File: src/rtl/lvt_pkg.sv
// Shared constants and types for the 3D line voxel traversal block.
// Used by the controller, the datapath and the top level; no dependencies.
`timescale 1ns / 1ps

package lvt_pkg;

  // Width of one voxel coordinate within the tile
  localparam int COORD_BITS = 6;
  // Signed error term width: holds +/- four times the largest delta
  localparam int ERR_BITS   = COORD_BITS + 3;

  // Stream payload widths, packed fields rounded up to whole bytes
  localparam int IN_TDATA_W  = ((6 * COORD_BITS + 7) / 8) * 8;
  localparam int OUT_TDATA_W = ((3 * COORD_BITS + 7) / 8) * 8;

  typedef logic [COORD_BITS-1:0]      coord_t;
  typedef logic signed [ERR_BITS-1:0] err_t;

  typedef enum logic [1:0] {
    ST_IDLE,
    ST_SETUP,
    ST_EMIT
  } lvt_state_t;

  // Controller to datapath
  typedef struct packed {
    logic load;   // latch start and end of a new segment
    logic setup;  // derive deltas, driving axis and error terms
    logic step;   // advance one voxel along the line
  } lvt_cmd_t;

  // Datapath to controller
  typedef struct packed {
    logic last;   // current voxel is the end point
  } lvt_status_t;

endpackage

File: src/rtl/lvt_ctrl.sv
// Controller state machine for the 3D line voxel traversal block.
// Depends on lvt_pkg; drives the datapath by command and reads its status.
`timescale 1ns / 1ps

module lvt_ctrl (
  input  logic                clk,
  input  logic                rst_n,
  input  logic                in_tvalid,
  output logic                in_tready,
  output logic                out_tvalid,
  input  logic                out_tready,
  input  lvt_pkg::lvt_status_t status,
  output lvt_pkg::lvt_cmd_t    cmd
);
  import lvt_pkg::*;

  lvt_state_t state_r;
  lvt_state_t state_nxt;

  // State register
  always_ff @(posedge clk) begin
    if (!rst_n) begin
      state_r <= ST_IDLE;
    end else begin
      state_r <= state_nxt;
    end
  end

  // Next state and commands
  always_comb begin
    state_nxt  = state_r;
    cmd        = '0;
    in_tready  = 1'b0;
    out_tvalid = 1'b0;
    unique case (state_r)
      ST_IDLE: begin
        in_tready = 1'b1;
        if (in_tvalid) begin
          cmd.load  = 1'b1;
          state_nxt = ST_SETUP;
        end
      end
      ST_SETUP: begin
        cmd.setup = 1'b1;
        state_nxt = ST_EMIT;
      end
      ST_EMIT: begin
        out_tvalid = 1'b1;
        // advance only once the current voxel has been taken
        if (out_tready) begin
          if (status.last) begin
            state_nxt = ST_IDLE;
          end else begin
            cmd.step = 1'b1;
          end
        end
      end
      default: begin
        state_nxt = ST_IDLE;
      end
    endcase
  end

endmodule

File: src/rtl/lvt_dp.sv
// Datapath for the 3D line voxel traversal block: positions, deltas,
// error terms and step counter. Depends on lvt_pkg; commanded by lvt_ctrl.
`timescale 1ns / 1ps

module lvt_dp (
  input  logic                 clk,
  input  lvt_pkg::lvt_cmd_t    cmd,
  input  lvt_pkg::coord_t      start_x,
  input  lvt_pkg::coord_t      start_y,
  input  lvt_pkg::coord_t      start_z,
  input  lvt_pkg::coord_t      end_x,
  input  lvt_pkg::coord_t      end_y,
  input  lvt_pkg::coord_t      end_z,
  output lvt_pkg::coord_t      vox_x,
  output lvt_pkg::coord_t      vox_y,
  output lvt_pkg::coord_t      vox_z,
  output lvt_pkg::lvt_status_t status
);
  import lvt_pkg::*;

  localparam int PAD = ERR_BITS - COORD_BITS - 1;

  coord_t pos_r [3];
  coord_t pos_nxt [3];
  coord_t end_r [3];
  coord_t dlt_r [3];
  coord_t dlt_c [3];
  logic   up_r [3];
  logic   up_c [3];
  err_t   err_r [3];
  err_t   err_nxt [3];
  err_t   err_c [3];
  logic [2:0] drive_r;
  logic [2:0] drive_c;
  coord_t steps_r;
  coord_t steps_c;
  coord_t rem_r;
  err_t   two_steps;

  // Setup: per-axis direction and absolute delta
  always_comb begin
    for (int a = 0; a < 3; a++) begin
      up_c[a]  = pos_r[a] < end_r[a];
      dlt_c[a] = up_c[a] ? (end_r[a] - pos_r[a]) : (pos_r[a] - end_r[a]);
    end
  end

  // Setup: driving axis, ties go to the lower axis
  always_comb begin
    priority if (dlt_c[0] >= dlt_c[1] && dlt_c[0] >= dlt_c[2]) begin
      drive_c = 3'b001;
      steps_c = dlt_c[0];
    end else if (dlt_c[1] >= dlt_c[2]) begin
      drive_c = 3'b010;
      steps_c = dlt_c[1];
    end else begin
      drive_c = 3'b100;
      steps_c = dlt_c[2];
    end
  end

  // Setup: initial error terms, 2*d - steps
  always_comb begin
    for (int a = 0; a < 3; a++) begin
      err_c[a] = $signed({{PAD{1'b0}}, dlt_c[a], 1'b0})
               - $signed({1'b0, {PAD{1'b0}}, steps_c});
    end
  end

  assign two_steps = $signed({{PAD{1'b0}}, steps_r, 1'b0});

  // Step: driving axis always moves, others move on non-negative error
  always_comb begin
    for (int a = 0; a < 3; a++) begin
      pos_nxt[a] = pos_r[a];
      err_nxt[a] = err_r[a];
      if (drive_r[a]) begin
        pos_nxt[a] = up_r[a] ? pos_r[a] + 1'b1 : pos_r[a] - 1'b1;
      end else begin
        if (err_r[a] >= 0) begin
          pos_nxt[a] = up_r[a] ? pos_r[a] + 1'b1 : pos_r[a] - 1'b1;
          err_nxt[a] = err_r[a] - two_steps + $signed({{PAD{1'b0}}, dlt_r[a], 1'b0});
        end else begin
          err_nxt[a] = err_r[a] + $signed({{PAD{1'b0}}, dlt_r[a], 1'b0});
        end
      end
    end
  end

  // Datapath registers
  always_ff @(posedge clk) begin
    if (cmd.load) begin
      pos_r[0] <= start_x;
      pos_r[1] <= start_y;
      pos_r[2] <= start_z;
      end_r[0] <= end_x;
      end_r[1] <= end_y;
      end_r[2] <= end_z;
    end else if (cmd.setup) begin
      for (int a = 0; a < 3; a++) begin
        up_r[a]  <= up_c[a];
        dlt_r[a] <= dlt_c[a];
        err_r[a] <= err_c[a];
      end
      drive_r <= drive_c;
      steps_r <= steps_c;
      rem_r   <= steps_c;
    end else if (cmd.step) begin
      for (int a = 0; a < 3; a++) begin
        pos_r[a] <= pos_nxt[a];
        err_r[a] <= err_nxt[a];
      end
      rem_r <= rem_r - 1'b1;
    end
  end

  assign vox_x       = pos_r[0];
  assign vox_y       = pos_r[1];
  assign vox_z       = pos_r[2];
  assign status.last = (rem_r == '0);

endmodule

File: src/rtl/line_voxel_traversal_3d.sv
// Top level of the 3D line voxel traversal block.
// Depends on lvt_pkg, lvt_ctrl and lvt_dp.
//
// Usage:
//   The input stream carries one segment per transaction: start and end
//   voxel coordinates inside the tile. The output stream carries every
//   voxel of the 3D Bresenham line from start to end, one per
//   transaction, with out_tlast high on the end point. A zero-length
//   segment gives a single voxel with out_tlast high.
//   Timing: after a segment is accepted, a setup state derives the
//   deltas and driving axis; the first voxel is presented in the next
//   cycle and then one voxel per cycle while out_tready is high. A
//   segment of n steps gives n + 1 voxels, all from the single
//   stepping unit; the block returns to idle after the last is taken.
//   One segment is handled at a time: in_tready is high only when the
//   block is idle. When the receiver stalls, the current voxel is held
//   on out_tdata and out_tlast until taken.
//   Reset (rst_n low, synchronous) returns the block to idle and drops
//   any segment in progress.
`timescale 1ns / 1ps

module line_voxel_traversal_3d (
  input  logic                            clk,
  input  logic                            rst_n,
  input  logic                            in_tvalid,
  output logic                            in_tready,
  // start_x, start_y, start_z, end_x, end_y, end_z, zero fill
  input  logic [lvt_pkg::IN_TDATA_W-1:0]  in_tdata,
  output logic                            out_tvalid,
  input  logic                            out_tready,
  // vox_x, vox_y, vox_z, zero fill
  output logic [lvt_pkg::OUT_TDATA_W-1:0] out_tdata,
  output logic                            out_tlast
);
  import lvt_pkg::*;

  localparam int CB = COORD_BITS;

  lvt_cmd_t    cmd;
  lvt_status_t status;
  coord_t      vox_x;
  coord_t      vox_y;
  coord_t      vox_z;

  lvt_ctrl u_ctrl (
    .clk        (clk),
    .rst_n      (rst_n),
    .in_tvalid  (in_tvalid),
    .in_tready  (in_tready),
    .out_tvalid (out_tvalid),
    .out_tready (out_tready),
    .status     (status),
    .cmd        (cmd)
  );

  lvt_dp u_dp (
    .clk     (clk),
    .cmd     (cmd),
    .start_x (in_tdata[0*CB +: CB]),
    .start_y (in_tdata[1*CB +: CB]),
    .start_z (in_tdata[2*CB +: CB]),
    .end_x   (in_tdata[3*CB +: CB]),
    .end_y   (in_tdata[4*CB +: CB]),
    .end_z   (in_tdata[5*CB +: CB]),
    .vox_x   (vox_x),
    .vox_y   (vox_y),
    .vox_z   (vox_z),
    .status  (status)
  );

  // Pack the voxel, zero fill above
  assign out_tdata = {{(OUT_TDATA_W - 3*CB){1'b0}}, vox_z, vox_y, vox_x};
  assign out_tlast = status.last;

`ifndef ASSERT_OFF
  // No new segment is taken while a voxel is on offer
  a_one_segment: assert property (@(posedge clk) disable iff (!rst_n)
    out_tvalid |-> !in_tready)
    else $error("segment accepted while voxels pending");

  // The setup cycle follows every accepted segment
  a_setup_gap: assert property (@(posedge clk) disable iff (!rst_n)
    (in_tvalid && in_tready) |=> (!out_tvalid && !in_tready))
    else $error("no setup cycle after segment accept");

  // Delivering the end point frees the block
  a_last_frees: assert property (@(posedge clk) disable iff (!rst_n)
    (out_tvalid && out_tready && out_tlast) |=> (in_tready && !out_tvalid))
    else $error("block not idle after last voxel");

  // A taken voxel that is not the end point is followed by another
  a_more_voxels: assert property (@(posedge clk) disable iff (!rst_n)
    (out_tvalid && out_tready && !out_tlast) |=> out_tvalid)
    else $error("voxel stream ended without last");
`endif

endmodule

File: config.mk
export PLATFORM = sky130hd
export DESIGN_NAME = line_voxel_traversal_3d
export DESIGN_NICKNAME = d
export VERILOG_FILES = /design/src/rtl/lvt_pkg.sv /design/src/rtl/lvt_ctrl.sv /design/src/rtl/lvt_dp.sv /design/src/rtl/line_voxel_traversal_3d.sv
export SDC_FILE = /design/constraint.sdc
export NUM_CORES = 1
export LEC_CHECK = 0
export BUFFER_PORTS_ARGS = -buffer_cell sky130_fd_sc_hd__buf_4
export CAP_MARGIN = 20
export CORE_ASPECT_RATIO = 0.8
export CORE_MARGIN = 2
export CORE_UTILIZATION = 50
export CTS_BUF_LIST = sky130_fd_sc_hd__clkbuf_16
export CTS_CLUSTER_DIAMETER = 80
export DETAILED_ROUTE_END_ITERATION = 10
export PLACE_DENSITY_LB_ADDON = 0.3
export SETUP_SLACK_MARGIN = 0.15
export SYNTH_ARGS = -nofsm -noshare
export SYNTH_HDL_FRONTEND = slang
export SYNTH_SLANG_ARGS = --single-unit
export TNS_END_PERCENT = 20
File: constraint.sdc
create_clock -name clk -period 15.5 [get_ports clk]
set_input_delay 4.65 -clock clk [delete_from_list [all_inputs] [get_ports clk]]
set_output_delay 4.65 -clock clk [all_outputs]
set_load 0.05 [all_outputs]
# Word level (Yosys, flattened, before mapping)

Memories as Yosys holds them, arrays and structs flattened.
Cells that the tools add are included.

Bits in registers: 17
Bits in writable memories: 84
Memories kept: 5
Input bits: 44
Output and inout port bits: 27
Word-level logic and storage cells: 112

Add/subtract/negate cells: 25
Bitwise logic cells: 7
Reduce and logical (&&, ||, !) cells: 7
Muxes and demuxes: 50
$lt $le $gt $ge: 9
Equal/unequal tests: 5

Memory list:

| memory     | words | bits a word | rd ports | clocked after memory_dff | write ports | RTL line     | source |
|---|---|---|---|---|---|---|---|
| u_dp.err_r | 3     | 9           | 3        | 0                        | 3           | lvt_dp.sv:30 | `err_t err_r [3];` |
| u_dp.dlt_r | 3     | 6           | 3        | 0                        | 3           | lvt_dp.sv:26 | `coord_t dlt_r [3];` |
| u_dp.end_r | 3     | 6           | 3        | 0                        | 3           | lvt_dp.sv:25 | `coord_t end_r [3];` |
| u_dp.pos_r | 3     | 6           | 3        | 0                        | 3           | lvt_dp.sv:23 | `coord_t pos_r [3];` |
| u_dp.up_r  | 3     | 1           | 3        | 0                        | 3           | lvt_dp.sv:28 | `logic up_r [3];` |

Operators with widths:

| kind                | count |
|---|---|
| $mux 6              | 19 |
| $mux 9              | 9 |
| $add 9x8->9         | 6 |
| $sub 6x6->6         | 6 |
| $ge 9x1->1 const B  | 3 |
| $sub 9x8->9         | 3 |
| $sub 6x1->6 const B | 4 |
| $sub 7x6->8         | 3 |
| $add 6x1->6 const B | 3 |
| $ge 6x6->1          | 3 |
| $lt 6x6->1          | 3 |
| $mux 1              | 17 |
| $logic_not 6->1     | 1 |
| $mux 2              | 3 |
| $ne 2x2->1 const B  | 3 |
| $or 1x1->1          | 6 |
| $pmux 2 s3          | 1 |
| $reduce_and 2->1    | 2 |
| $mux 3              | 1 |
| $reduce_and 3->1    | 1 |
| $eq 2x1->1 const B  | 1 |
| $eq 2x2->1 const B  | 1 |
| $logic_not 2->1     | 1 |
| $reduce_bool 2->1   | 1 |
| 2 further kinds     | 2 |

# Depth between registers and ports, before layout

Word-level depth: 9
Gate-level depth with buffers: 26
Mapped depth without buffers: 26

# Hierarchy

From an unflattened synthesis, not the netlist that was laid out.

Cells, all modules: 971
Area total of the unflattened synthesis: 9135.0 µm²

By module, submodules not included:

| module                  | cells each | instances | sequential area each (µm²) | area each (µm²) |
|---|---|---|---|---|
| lvt_dp                  | 953        | 1         | 2882.8                     | 8982.4 |
| lvt_ctrl                | 11         | 1         | 40.0                       | 103.8 |
| line_voxel_traversal_3d | 7          | 1         | 0.0                        | 48.8 |

# Worst setup path before layout

OpenSTA, ideal clock, no wires.

Path kind: input -> register
Start: input port out_tready
End: memory u_dp.err_r[0][10] (netlist name) (enable)
Stages on the path: 4
Path slack: 9232 ps
Data required time: 15116 ps
Path buffers: 2
Arrival time: 5884 ps
Library setup time: 384 ps
Cell sequence: nand3_1 -> clkbuf_1 -> clkbuf_1 -> o21ai_0

RTL lines:

| element            | RTL line                      | source |
|---|---|---|
| start: declaration | line_voxel_traversal_3d.sv:30 | `input logic out_tready,` |
| end: declaration   | lvt_dp.sv:30                  |  |

==> key figures <==
Job
  • Max-capacitance violation count: 0

Detailed routing
  • Uppermost routed layer: met4
  • Metal3 WL: 1496 um
  • Met2 wire length: 9248 um
  • DRT iter0 DRCs: 487
  • Via/cell ratio: 5.475
  • First-pass DRT Iterations: 5
  • Post-route DRC: 0
  • DR vias: 7265
  • Post-DR wirelength/cell: 16.42 um
  • Routed length on met1: 10640 um
  • Routed WL: 21800 um
  • Post-route ant nets: 0

Floorplanning
  • IO Count: 71
  • Initial core utilization: 0.5140
  • Num rows: 44
  • Core area: 18280 sq um
  • Die width: 157.3 um
  • Die Y: 126.6 um
  • DIE AREA: 19910 sq um

Logic synthesis
  • Syn Inst Count: 1014
  • Netlist cell types: 71
  • Yosys reg bits: 98
  • Area contributors post-synth: edfxtp_1 31%, ha_1 14%, fa_1 7.0%, inv_1 6.8%, xnor2_1 5.0%
  • Mapped Area: 9394 sq um
  • Post-synth top flop: edfxtp_1
  • EDFF count, synth: 96
  • Async SR Flop Fraction: 0
  • Syn. warnings: 0
  • Register area share after synthesis: 0.3111
  • Yosys top cell by area: edfxtp_1
  • Top-area cell type share of the netlist area: 0.3069
  • Syn avg cell area: 9.264 sq um

Placement
  • Placer Congestion: 0.9678
  • PortBufs: 60
  • Placed cells: 1311
  • Post-DP HPWL: 17090 um

Setup path
  • Crit path max-delay cell type: o31ai_1
  • Cell mode on critical path: inv_1
  • Required @ worst endpoint: 15580 ps
  • Critical Path AT: 7410 ps
  • CP delay by family, top: compound AO/OA/AOI/OAI gates
  • Critical Path Max Stage Delay: 690 ps
  • Setup Crit Path Kind: flip-flop to flip-flop
  • Element type at the critical path start: flip-flop
  • CP Buf/Inv Count: 4
  • Critical path capture point type: flip-flop
  • Crit-path max FO: 7

STA
  • Hold Slack: 608.3 ps
  • RSZ-0062 raised after global routing: no
  • Final hold viol count: 0
  • Rel. slew slack: 0.2866
  • Final TNS setup: 0 ps
  • Final count of pins violating max slew: 0
  • Worst Max-Slew Pin Slew: 1070 ps
  • Part of the cycle the worst path needs: 0.4731
  • Clk_skew: 6.926 ps
  • # setup viols final: 0
  • Fmax: 136.4 MHz
  • Fin crit period: 7333 ps

Clocking
  • Clock Sinks: 98
  • Root buffer cell: clkbuf_16
  • Clock Latency Late Sink: 360 ps
  • CTS buffer count: 9
  • Post-CTS Setup Bufs: 0
  • Resize count post-CTS: 0
  • H-tree depth: 3
  • Hold-fix buffers, CTS: 0
  • TritonCTS clock tree: yes
  • Clk slew on worst S/H paths: 70 ps
  • Clock Path Buffers: 2

Power
  • Max rail drop VDD: 0.00009023 V
  • Pwr Density: 222.8 nW/um^2
  • LEAKAGE: 4.785 nW

Layout
  • Finished Layout Cells: 1327
  • Nets: 1251
  • FF+latch area: 2923 sq um
  • Layout area overhead: 10.75%
  • Share of cells above drive strength 1: 0.1015
  • Multi-input gate area in the final layout: 5704 sq um
  • Fillcell total: 1634
  • # diodes: 0

Global routing
  • Largest net degree at the start of global routing: 71
  • First-pass GRT wire length: 36260 um
  • Total gr overflow: 0
  • Initial antenna violation count: 0
  • GRT Total Usage: 0.2311
  • Number of global-route vias before repair: 7169

Status
  • Status: complete, no violations

Min path
  • HP Class: flip-flop to flip-flop
-- layer usage --
metal,track usage,up-vias
li1,-,3645
met1,0.3419,3405
met2,0.3501,188
met3,0.04066,27
met4,0.05989,0
met5,0,-
-- sequential cells by signal (all words and copies together), names as in the netlist --
name,count
u_dp.err_r,24
u_dp.dlt_r,18
u_dp.end_r,18
u_dp.pos_r,18
u_dp.rem_r,6
u_dp.steps_r,6
u_dp.drive_r,3
u_dp.up_r,3
u_ctrl.state_r,2
-- cell type report --
class                      instances  share of cell area
clock inverter                     7            0.006494
tap                              253             0.03043
inverter                         173             0.06242
timing repair buffer              69             0.04979
sequential                        98              0.2809
multi-input combinational        718              0.5483
clock buffer                       9             0.02165
-- power by group --
part           switching [mW]  leakage [nW]  internal, mW
clock                   0.102         0.141         0.125
sequential             0.0522         0.918         0.411
combinational           0.958          3.73         0.669
total                    1.11          4.78          1.21
-- placed cells by master (no fill, tap or decap), types with 9 or more instances in the layout --
cell type  netlist  layout
mux2i_1         22      22
and2_1           9       9
nor2_1          39      39
a21oi_1         72      72
buf_4            6      69
xnor2_1         54      54
nand3_1         14      13
o21a_1           9       9
o211ai_1        21      21
nor3_1          16      16
fa_1            33      33
o21ai_0         66      66
a211oi_1        13      13
inv_1          169     169
clkbuf_16        0       9
a21o_1          27      27
ha_1           105     105
xor2_1          23      23
a31oi_1          9       9
edfxtp_1        96      96
nand2_1         72      72
nand2b_1        10      10
-- synthesized netlist by cell type (6+ instances only) --
| cell type | n |
|---|---|
| o211ai_1 | 21 |
| and2_1 | 9 |
| o21bai_1 | 8 |
| nand3_1 | 14 |
| a221oi_1 | 7 |
| o21ai_0 | 66 |
| a31oi_1 | 9 |
| nand2_1 | 72 |
| nor2b_1 | 8 |
| and3_1 | 6 |
| mux2i_1 | 22 |
| xnor2_1 | 54 |
| ha_1 | 105 |
| a21oi_1 | 72 |
| inv_1 | 169 |
| fa_1 | 33 |
| a21o_1 | 27 |
| edfxtp_1 | 96 |
| xor2_1 | 23 |
| o21a_1 | 9 |
| o31ai_1 | 7 |
| nor2_1 | 39 |
| nor3_1 | 16 |
| buf_4 | 6 |
| clkbuf_1 | 18 |
| a211oi_1 | 13 |
| nand2b_1 | 10 |
-- stage by stage --
| stage | setup slack (ps) | power [mW] | util | instance area [sq um] |
|---|---|---|---|---|
| CTS | 8302 | 2.316 | 0.5692 | 10400 |
| detailed placement | 8327 | 2.073 | 0.5532 | 10110 |
| finish | 8167 | 2.318 | 0.5692 | 10400 |
| global placement | 8407 | 2.030 | 0.5532 | 10110 |
| global route | 7570 | 2.553 | 0.5692 | 10400 |
| floorplan | 9232 | 1.714 | - | 9413 |
-- worst min-delay path, delay by kind of cell, from the launching register on --
family        cells  cell delay (ps)
simple gates      2              240
flops             1              330
-- worst paths after layout --
check	from	endpoint	slack, ps	cells after the start
max reg2reg	u_dp.pos_r[0][12]$_DFFE_PP_	u_dp.err_r[0][22]$_DFFE_PP_	8170	25
min	u_ctrl.state_r[1]$_SDFFE_PN0P_	u_ctrl.state_r[0]$_SDFFE_PN0P_	610	2
min reg2reg	u_ctrl.state_r[1]$_SDFFE_PN0P_	u_ctrl.state_r[0]$_SDFFE_PN0P_	610	2
max	u_dp.pos_r[0][12]$_DFFE_PP_	u_dp.err_r[0][22]$_DFFE_PP_	8170	25
-- cell families (layout without fill, tap and decap cells) --
kind of cell | Yosys count | after routing | synth area share
buffers and inverters | 203 | 258 | 0.08417
DFF | 98 | 98 | 0.3111
adders and majority gates | 144 | 144 | 0.2172
and+or+nand+nor | 186 | 186 | 0.09084
xor gates and xnor gates | 78 | 78 | 0.07472
AOI/OAI and AO/OA | 280 | 280 | 0.1945
other | 1 | 6 | 0.0003992
muxes | 24 | 24 | 0.02704
(Power assumes the default switching activity.)
